`src/rtl/dsdk_pkg.sv`:
```
// shared types, constants and helpers for the display sleep / dim / key scan block
// no dependencies; used by dsdk_cfg, dsdk_core and display_sleep_dim_keyscan
`default_nettype none

package dsdk_pkg;

   // configuration port geometry
   localparam int CSR_IDX_W  = 3;
   localparam int CSR_DATA_W = 16;

   // register indexes
   localparam logic [CSR_IDX_W-1:0] CSR_SLEEP_DELAY  = 3'd0;
   localparam logic [CSR_IDX_W-1:0] CSR_BRIGHTNESS   = 3'd1;
   localparam logic [CSR_IDX_W-1:0] CSR_PEAK_CURRENT = 3'd2;
   localparam logic [CSR_IDX_W-1:0] CSR_SHADE_ENABLE = 3'd3;
   localparam logic [CSR_IDX_W-1:0] CSR_KEYS_ENABLE  = 3'd4;

   // register reset values
   localparam logic [15:0] RST_SLEEP_DELAY  = 16'd500;
   localparam logic [3:0]  RST_BRIGHTNESS   = 4'd15;
   localparam logic [1:0]  RST_PEAK_CURRENT = 2'd0;
   localparam logic        RST_SHADE_ENABLE = 1'b0;
   localparam logic        RST_KEYS_ENABLE  = 1'b1;

   // command codes
   localparam logic CMD_TICK = 1'b0;
   localparam logic CMD_WAKE = 1'b1;

   // timer periods
   localparam logic [4:0] PERIOD_NORMAL  = 5'd20;
   localparam logic [4:0] PERIOD_SHADE_A = 5'd5;
   localparam logic [4:0] PERIOD_SHADE_B = 5'd10;

   localparam logic [6:0]  CTRL_ON     = 7'h40;
   localparam logic [6:0]  CTRL_OFF    = 7'h00;
   localparam logic [15:0] IDLE_MAX    = 16'hFFFF;
   localparam int          KEYS_W      = 4;
   localparam int          DEFAULT_NUM_KEYS = 4;

   typedef struct packed {
      logic [15:0] sleep_delay;
      logic [3:0]  brightness;
      logic [1:0]  peak_current;
      logic        shade_enable;
      logic        keys_enable;
   } cfg_type;

   typedef struct packed {
      logic              command;
      logic [KEYS_W-1:0] buttons;
   } req_type;

   typedef struct packed {
      logic              ctrl_valid;
      logic [6:0]        ctrl_word;
      logic [KEYS_W-1:0] key_events;
      logic              refresh;
      logic              shaded_frame;
      logic [4:0]        timer_period;
      logic              running;
   } rsp_type;

   // control word: on bit, peak current in 5:4, pwm level in 3:0
   function automatic logic [6:0] make_word(input logic [1:0] peak, input logic [3:0] pwm);
      return CTRL_ON | {1'b0, peak, pwm};
   endfunction

endpackage

`default_nettype wire

```
`src/rtl/dsdk_cfg.sv`:
```
// configuration register file of the display sleep / dim / key scan block
// depends on dsdk_pkg
`default_nettype none

module dsdk_cfg (
   input  wire logic                           clock,
   input  wire logic                           reset,
   input  wire logic                           csr_we,
   input  wire logic [dsdk_pkg::CSR_IDX_W-1:0]  csr_index,
   input  wire logic [dsdk_pkg::CSR_DATA_W-1:0] csr_wdata,
   output dsdk_pkg::cfg_type                   cfg
);

   dsdk_pkg::cfg_type cfg_ff;
   dsdk_pkg::cfg_type cfg_in;

   always_comb begin
      cfg_in = cfg_ff;
      if (csr_we) begin
         case (csr_index)
            dsdk_pkg::CSR_SLEEP_DELAY:  cfg_in.sleep_delay  = csr_wdata;
            dsdk_pkg::CSR_BRIGHTNESS:   cfg_in.brightness   = csr_wdata[3:0];
            dsdk_pkg::CSR_PEAK_CURRENT: cfg_in.peak_current = csr_wdata[1:0];
            dsdk_pkg::CSR_SHADE_ENABLE: cfg_in.shade_enable = csr_wdata[0];
            dsdk_pkg::CSR_KEYS_ENABLE:  cfg_in.keys_enable  = csr_wdata[0];
            default:                    cfg_in = cfg_ff;
         endcase
      end
   end

   always_ff @(posedge clock) begin
      if (reset) begin
         cfg_ff.sleep_delay  <= dsdk_pkg::RST_SLEEP_DELAY;
         cfg_ff.brightness   <= dsdk_pkg::RST_BRIGHTNESS;
         cfg_ff.peak_current <= dsdk_pkg::RST_PEAK_CURRENT;
         cfg_ff.shade_enable <= dsdk_pkg::RST_SHADE_ENABLE;
         cfg_ff.keys_enable  <= dsdk_pkg::RST_KEYS_ENABLE;
      end else begin
         cfg_ff <= cfg_in;
      end
   end

   assign cfg = cfg_ff;

endmodule

`default_nettype wire

```
`src/rtl/dsdk_core.sv`:
```
// sleep / dim sequencer, key edge scan and shade phase state with its update logic
// depends on dsdk_pkg
`default_nettype none

module dsdk_core #(
   parameter int NUM_KEYS = dsdk_pkg::DEFAULT_NUM_KEYS
) (
   input  wire logic              clock,
   input  wire logic              reset,
   input  wire logic              fire,
   input  wire dsdk_pkg::req_type item,
   input  wire dsdk_pkg::cfg_type cfg,
   output dsdk_pkg::rsp_type      result
);

   localparam int ScanKeys = (NUM_KEYS > dsdk_pkg::KEYS_W) ? dsdk_pkg::KEYS_W : NUM_KEYS;
   localparam logic [dsdk_pkg::KEYS_W-1:0] KeyMask =
      dsdk_pkg::KEYS_W'((1 << ScanKeys) - 1);

   logic [15:0]                 idle_ff, idle_in;
   logic                        asleep_ff, asleep_in;
   logic [3:0]                  dim_ff, dim_in;
   logic                        running_ff, running_in;
   logic                        phase_ff, phase_in;
   logic [dsdk_pkg::KEYS_W-1:0] held_ff, held_in;
   logic [4:0]                  period_ff, period_in;

   logic [dsdk_pkg::KEYS_W-1:0] btn;

   always_comb begin
      btn        = item.buttons & KeyMask;
      idle_in    = idle_ff;
      asleep_in  = asleep_ff;
      dim_in     = dim_ff;
      running_in = running_ff;
      phase_in   = phase_ff;
      held_in    = held_ff;
      period_in  = period_ff;

      result.ctrl_valid   = 1'b0;
      result.ctrl_word    = dsdk_pkg::CTRL_OFF;
      result.key_events   = '0;
      result.refresh      = 1'b0;
      result.shaded_frame = 1'b0;

      if (item.command == dsdk_pkg::CMD_WAKE) begin
         idle_in = '0;
         if (asleep_ff) begin
            result.ctrl_valid = 1'b1;
            result.ctrl_word  = dsdk_pkg::make_word(cfg.peak_current, cfg.brightness);
            asleep_in  = 1'b0;
            period_in  = dsdk_pkg::PERIOD_NORMAL;
            running_in = 1'b1;
            held_in    = held_ff | btn;
         end
      end else if (running_ff) begin
         // sleep entry and dimming steps
         if (idle_ff > cfg.sleep_delay) begin
            if (!asleep_ff) begin
               asleep_in = 1'b1;
               dim_in    = cfg.brightness;
            end else if (idle_ff[1:0] == 2'd0) begin
               result.ctrl_valid = 1'b1;
               if (dim_ff != 4'd0) begin
                  result.ctrl_word = dsdk_pkg::make_word(cfg.peak_current, dim_ff);
                  dim_in = dim_ff - 4'd1;
               end else begin
                  result.ctrl_word = dsdk_pkg::CTRL_OFF;
                  running_in = 1'b0;
               end
            end
         end
         if (idle_ff != dsdk_pkg::IDLE_MAX) begin
            idle_in = idle_ff + 16'd1;
         end

         // frame refresh, key scan on normal-phase ticks
         result.refresh = 1'b1;
         if (!phase_ff) begin
            if (cfg.keys_enable) begin
               result.key_events = btn & ~held_ff;
            end
            held_in   = btn;
            phase_in  = cfg.shade_enable;
            period_in = cfg.shade_enable ? dsdk_pkg::PERIOD_SHADE_A : dsdk_pkg::PERIOD_NORMAL;
         end else begin
            phase_in  = 1'b0;
            period_in = cfg.shade_enable ? dsdk_pkg::PERIOD_SHADE_B : dsdk_pkg::PERIOD_NORMAL;
            result.shaded_frame = cfg.shade_enable;
         end
      end

      result.timer_period = period_in;
      result.running      = running_in;
   end

   always_ff @(posedge clock) begin
      if (reset) begin
         idle_ff    <= '0;
         asleep_ff  <= 1'b0;
         dim_ff     <= '0;
         running_ff <= 1'b1;
         phase_ff   <= 1'b0;
         held_ff    <= '0;
         period_ff  <= dsdk_pkg::PERIOD_NORMAL;
      end else if (fire) begin
         idle_ff    <= idle_in;
         asleep_ff  <= asleep_in;
         dim_ff     <= dim_in;
         running_ff <= running_in;
         phase_ff   <= phase_in;
         held_ff    <= held_in;
         period_ff  <= period_in;
      end
   end

endmodule

`default_nettype wire

```
`src/rtl/display_sleep_dim_keyscan.sv`:
```
// top level of the display sleep / dim / key scan block: channel registers and hookup
// depends on dsdk_pkg, dsdk_cfg and dsdk_core
//
// Each request transaction is a timer tick or a wake event with the current
// button levels; each one yields exactly one response transaction carrying
// the display control word (if any), newly pressed keys, the refresh and
// shade flags, the next timer period and the running flag. Throughput is one
// transaction per cycle: a request lands in the input register, the state
// update runs in one short combinational pass between that register and the
// response register, which holds the response until the response channel
// takes it. Only a stalled response channel slows the input. Configuration
// writes take effect at the next edge and are meant to happen while no
// transaction is in flight.
`default_nettype none

module display_sleep_dim_keyscan #(
   parameter int NUM_KEYS = dsdk_pkg::DEFAULT_NUM_KEYS
) (
   input  wire logic                            clock,
   input  wire logic                            reset,

   // request channel
   input  wire logic                            req_valid,
   output logic                                 req_ready,
   input  wire dsdk_pkg::req_type               req_data,

   // response channel
   output logic                                 rsp_valid,
   input  wire logic                            rsp_ready,
   output dsdk_pkg::rsp_type                    rsp_data,

   // configuration write port
   input  wire logic                            csr_we,
   input  wire logic [dsdk_pkg::CSR_IDX_W-1:0]  csr_index,
   input  wire logic [dsdk_pkg::CSR_DATA_W-1:0] csr_wdata
);

   dsdk_pkg::cfg_type cfg;

   // input register
   logic              in_valid_ff, in_valid_in;
   dsdk_pkg::req_type in_data_ff;

   // response register
   logic              out_valid_ff, out_valid_in;
   dsdk_pkg::rsp_type out_data_ff;

   dsdk_pkg::rsp_type result;

   logic out_load;   // response register free or being drained
   logic fire;       // held request moves through the update this cycle
   logic accept;     // new request transaction taken

   assign out_load  = !out_valid_ff || rsp_ready;
   assign fire      = in_valid_ff && out_load;
   assign req_ready = !in_valid_ff || fire;
   assign accept    = req_valid && req_ready;

   always_comb begin
      in_valid_in = in_valid_ff;
      if (accept) begin
         in_valid_in = 1'b1;
      end else if (fire) begin
         in_valid_in = 1'b0;
      end

      out_valid_in = out_valid_ff;
      if (fire) begin
         out_valid_in = 1'b1;
      end else if (rsp_ready) begin
         out_valid_in = 1'b0;
      end
   end

   always_ff @(posedge clock) begin
      if (reset) begin
         in_valid_ff  <= 1'b0;
         out_valid_ff <= 1'b0;
      end else begin
         in_valid_ff  <= in_valid_in;
         out_valid_ff <= out_valid_in;
      end
   end

   // payload registers, no reset needed
   always_ff @(posedge clock) begin
      if (accept) begin
         in_data_ff <= req_data;
      end
      if (fire) begin
         out_data_ff <= result;
      end
   end

   dsdk_cfg u_cfg (
      .clock     (clock),
      .reset     (reset),
      .csr_we    (csr_we),
      .csr_index (csr_index),
      .csr_wdata (csr_wdata),
      .cfg       (cfg)
   );

   // state only advances when the held request is consumed
   dsdk_core #(
      .NUM_KEYS (NUM_KEYS)
   ) u_core (
      .clock  (clock),
      .reset  (reset),
      .fire   (fire),
      .item   (in_data_ff),
      .cfg    (cfg),
      .result (result)
   );

   assign rsp_valid = out_valid_ff;
   assign rsp_data  = out_data_ff;

endmodule

`default_nettype wire

```
`config.mk`:
```
export PLATFORM = sky130hd
export DESIGN_NAME = display_sleep_dim_keyscan
export DESIGN_NICKNAME = d
export VERILOG_FILES = /design/src/rtl/dsdk_pkg.sv /design/src/rtl/dsdk_cfg.sv /design/src/rtl/dsdk_core.sv /design/src/rtl/display_sleep_dim_keyscan.sv
export SDC_FILE = /design/constraint.sdc
export NUM_CORES = 1
export LEC_CHECK = 0
export BUFFER_PORTS_ARGS = -buffer_cell sky130_fd_sc_hd__buf_4
export CAP_MARGIN = 40
export CORE_ASPECT_RATIO = 0.9
export CORE_UTILIZATION = 35
export CTS_CLUSTER_SIZE = 30
export DETAILED_ROUTE_END_ITERATION = 16
export GPL_ROUTABILITY_DRIVEN = 1
export HOLD_SLACK_MARGIN = 0.1
export PLACE_DENSITY = 0.64
export SLEW_MARGIN = 25
export SYNTH_ARGS = -nofsm -noshare
export SYNTH_HDL_FRONTEND = slang
export SYNTH_SLANG_ARGS = --single-unit
```
`constraint.sdc`:
```
create_clock -name clock -period 2.7 [get_ports clock]
set_input_delay 0.27 -clock clock [delete_from_list [all_inputs] [get_ports clock]]
set_output_delay 0.27 -clock clock [all_outputs]
set_load 0.01 [all_outputs]
```
==> out/metrics.cfg <==
[yosys]
syn_avg_cell_area_sq_um = 9.33
yosysWarnings = 0
seq_area_frac_synth = 0.500
synth-simple-area-share = 0.203
synth_area_leaders = dfxtp_1 30%, edfxtp_1 20%, ha_1 6.2%, a21oi_1 4.8%, nand2_1 4.5%
synth-async-reset-ratio = 0
syn_area_sq_mm = 0.00383
ys_types = 50
synthesis.nets = 458
yosysMostFrequentCell = dfxtp_1
synth_compound_gate_area_share = 0.159
synth_xor_area_frac = 0.0275
synth_ff_type = dfxtp_1
synth_fa_ha_area_frac = 0.0621
synth.top_cell.area_share = 0.303
synth_cells = 410
synthTopCellsByCount = 58 x dfxtp_1, 46 x nand2_1, 45 x nor2_1, 37 x a21oi_1, 27 x inv_1
synth_mux_area_frac = 0.00523
synth_top_family_by_area = simple AND/OR/NAND/NOR gates
synth_seq_cells = 83
synth-edff-count = 25
synth_area_leader_cell = dfxtp_1

[die]
fp.dieH_microns = 101
die_area_sq_mm = 0.0114
die_w_microns = 112
start_util = 0.367
core.rowCount = 35
core_area_sq_mm = 0.0104
boundaryPins = 51

[sta]
setup_ws_ns = 0.405
holdWs_ns = 0.121
fin_setup_tns_ns = 0
final.setup_skew_ns = 0.00524
slew_viol_final = 0
period_share = 0.850
slew_headroom = 0.628
fmax_ghz = 0.436
hold_viol = 0
finalSetupViolCount = 0
worstMarginPinSlew_ns = 0.554
rsz0062_at_grt = false
finalCriticalPeriod_ns = 2.30

[layout]
final_area_sq_mm = 0.00470
nets = 511
drive_gt1_frac = 0.165
instances_no_fill = 597
ff_latch_area_sq_mm = 0.00191
diodes = 0
multi_input_area_sq_mm = 0.00175
fill_cells = 1002
area_growth_pct = 22.9

[placed_design]
numPortBuffers = 50
dp_cells = 577
hpwl_microns = 5770
post-place-ws_ns = 0.255
finalWeightedCongestion = 0.794
postPlaceCellArea_sq_mm = 0.00433

[global_routing]
grt_pass1_wl_microns = 13400
antenna_found_initial = 0
overflow = 0
grtUsageTotal = 0.149
grt_pass1_vias = 2888
grt_max_degree = 44

[clocking]
cts_tree = built
clk_pin_slew_worst_paths_ns = 0.06
cts-htree-levels = 3
cts.path.max_buffers = 2
root_buffer = clkbuf_16
clock_latency_ns = 0.34
postCtsSetupBuffers = 0
cts_sinks = 83
cts_inserted_buffers = 9

[critical_path]
slowest_delay_ns = 0.44
r2r-end = u_core.dim_ff[2]
start_kind = flop
cp_max_fo = 5
r2r-start = u_cfg.cfg[23]
cp.arrival_ns = 2.56
startpoint = u_cfg.cfg[23]
rr_worst_depth = 8
end_kind = flop
crit_chain = inv_1 -> ha_1 -> nand4_1 -> nor4_1 -> a21boi_1 -> o31ai_1 -> or3_1 -> a21oi_1
r2r_slack_ns = 0.40
cpMaxStageDelayCell = nor4_1
required_ns = 2.97
crit_type = flop to flop

[route]
drc = 4
detail_route.wl_per_cell_microns = 13.3
antenna_left = 0
wirelength_microns = 7930
viasPerCell = 5.08
first_pass_iters = 13
vias = 3034
drt_iter0_markers = 112

[outcome]
violations = DRC
status = complete, but fails checks

[min_path]
hold_start = req_data[2]
hold_depth = 1
min_path_type = primary input to flop
hold_end = in_data_ff[2]

[power_and_ir_drop]
powerDensity_mw_per_mm2 = 604
ir_worst_vdd_uv = 410
p_leak_nw = 1.85

[job]
cap_violations = 0

==> worst max-delay path, delay by kind of cell, from the launching register on <==
family	cells	cell delay, ns
AO/OA/AOI/OAI	3	0.57
adder cells (fa/ha/maj)	1	0.30
buffers and inverters	1	0.05
flip-flops	1	0.33
AND/OR/NAND/NOR	3	0.99
==> cell type report <==
class	instances	share of cell area
Inverter	28	0.0224
Multi-Input combinational cell	283	0.371
Timing Repair Buffer	58	0.0947
Sequential cell	83	0.407
Clock buffer	9	0.0479
Clock inverter	7	0.0226
Tap cell	129	0.0343
==> worst max-delay path by stage <==
| stage | slack (ns) | depth (start not counted) | end |
|---|---|---|---|
| 6_report | 0.40 | 8 | u_core.dim_ff[2] |
| 3_5_place_dp | 0.25 | 8 | rsp_data[17] |
| 4_1_cts | 0.23 | 8 | rsp_data[17] |
| 5_1_grt | 0.12 | 8 | rsp_data[17] |
| 3_3_place_gp | 0.34 | 8 | rsp_data[16] |
| 2_1_floorplan | 0.45 | 7 | u_core.idle_ff[11] |
==> metrics by stage <==
step	utilization	power, mW
floorplan	-	1.44
global placement	0.415	1.51
detailed placement	0.415	1.52
CTS	0.449	2.88
global route	0.451	2.95
finish	0.451	2.84
==> what timing repair did <==
action / in CTS / in global routing
hold buffers: 2 / 2
hold endpoints to repair: 2 / 2
resized for setup: 0 / 1
endpoints found under the setup margin: 0 / 6
==> report_power, final <==
group          leakage (nW)  total [mW]  internal (mW)  switching [mW]
sequential            0.703        1.33           1.31          0.0166
combinational         0.983       0.164         0.0775          0.0870
clock                 0.163        1.35          0.828           0.520
total                  1.85        2.84           2.22           0.624
==> placed cells by master, fill, tap and decap left out, types with 9 or more instances in the layout <==
master	n
nor2_1	45
a211o_1	10
dfxtp_1	58
edfxtp_1	25
clkbuf_16	9
a21oi_1	37
buf_4	54
nor2b_1	9
xnor2_1	9
nand2_1	46
inv_1	27
nor3_1	9
ha_1	19
o21ai_0	14
==> per-layer routing <==
layer | global-route usage | vias up | routed length, microns
met5 | 0 | - | 0
met4 | 0.0656 | 0 | 132
met3 | 0.0341 | 11 | 314
met2 | 0.260 | 60 | 3800
met1 | 0.179 | 1413 | 3680
li1 | - | 1550 | -
==> cell families (layout without fill, tap and decap cells) <==
logic type,Yosys count,in the layout
buffers and inverters,44,102
AND/OR/NAND/NOR,157,157
flip-flops,83,83
adder cells (fa/ha/maj),19,19
multiplexers,2,2
AO/OA/AOI/OAI,93,93
XOR/XNOR,12,12
==> state kept, by name (all words and copies together) (netlist names), 4 cells and up <==
register / flops
rsp_data: 20
u_core.period_ff: 5
u_cfg.cfg: 24
u_core.dim_ff: 4
in_data_ff: 5
u_core.held_ff: 4
u_core.idle_ff: 16
No activity file was read; power rests on OpenSTA's default activity.
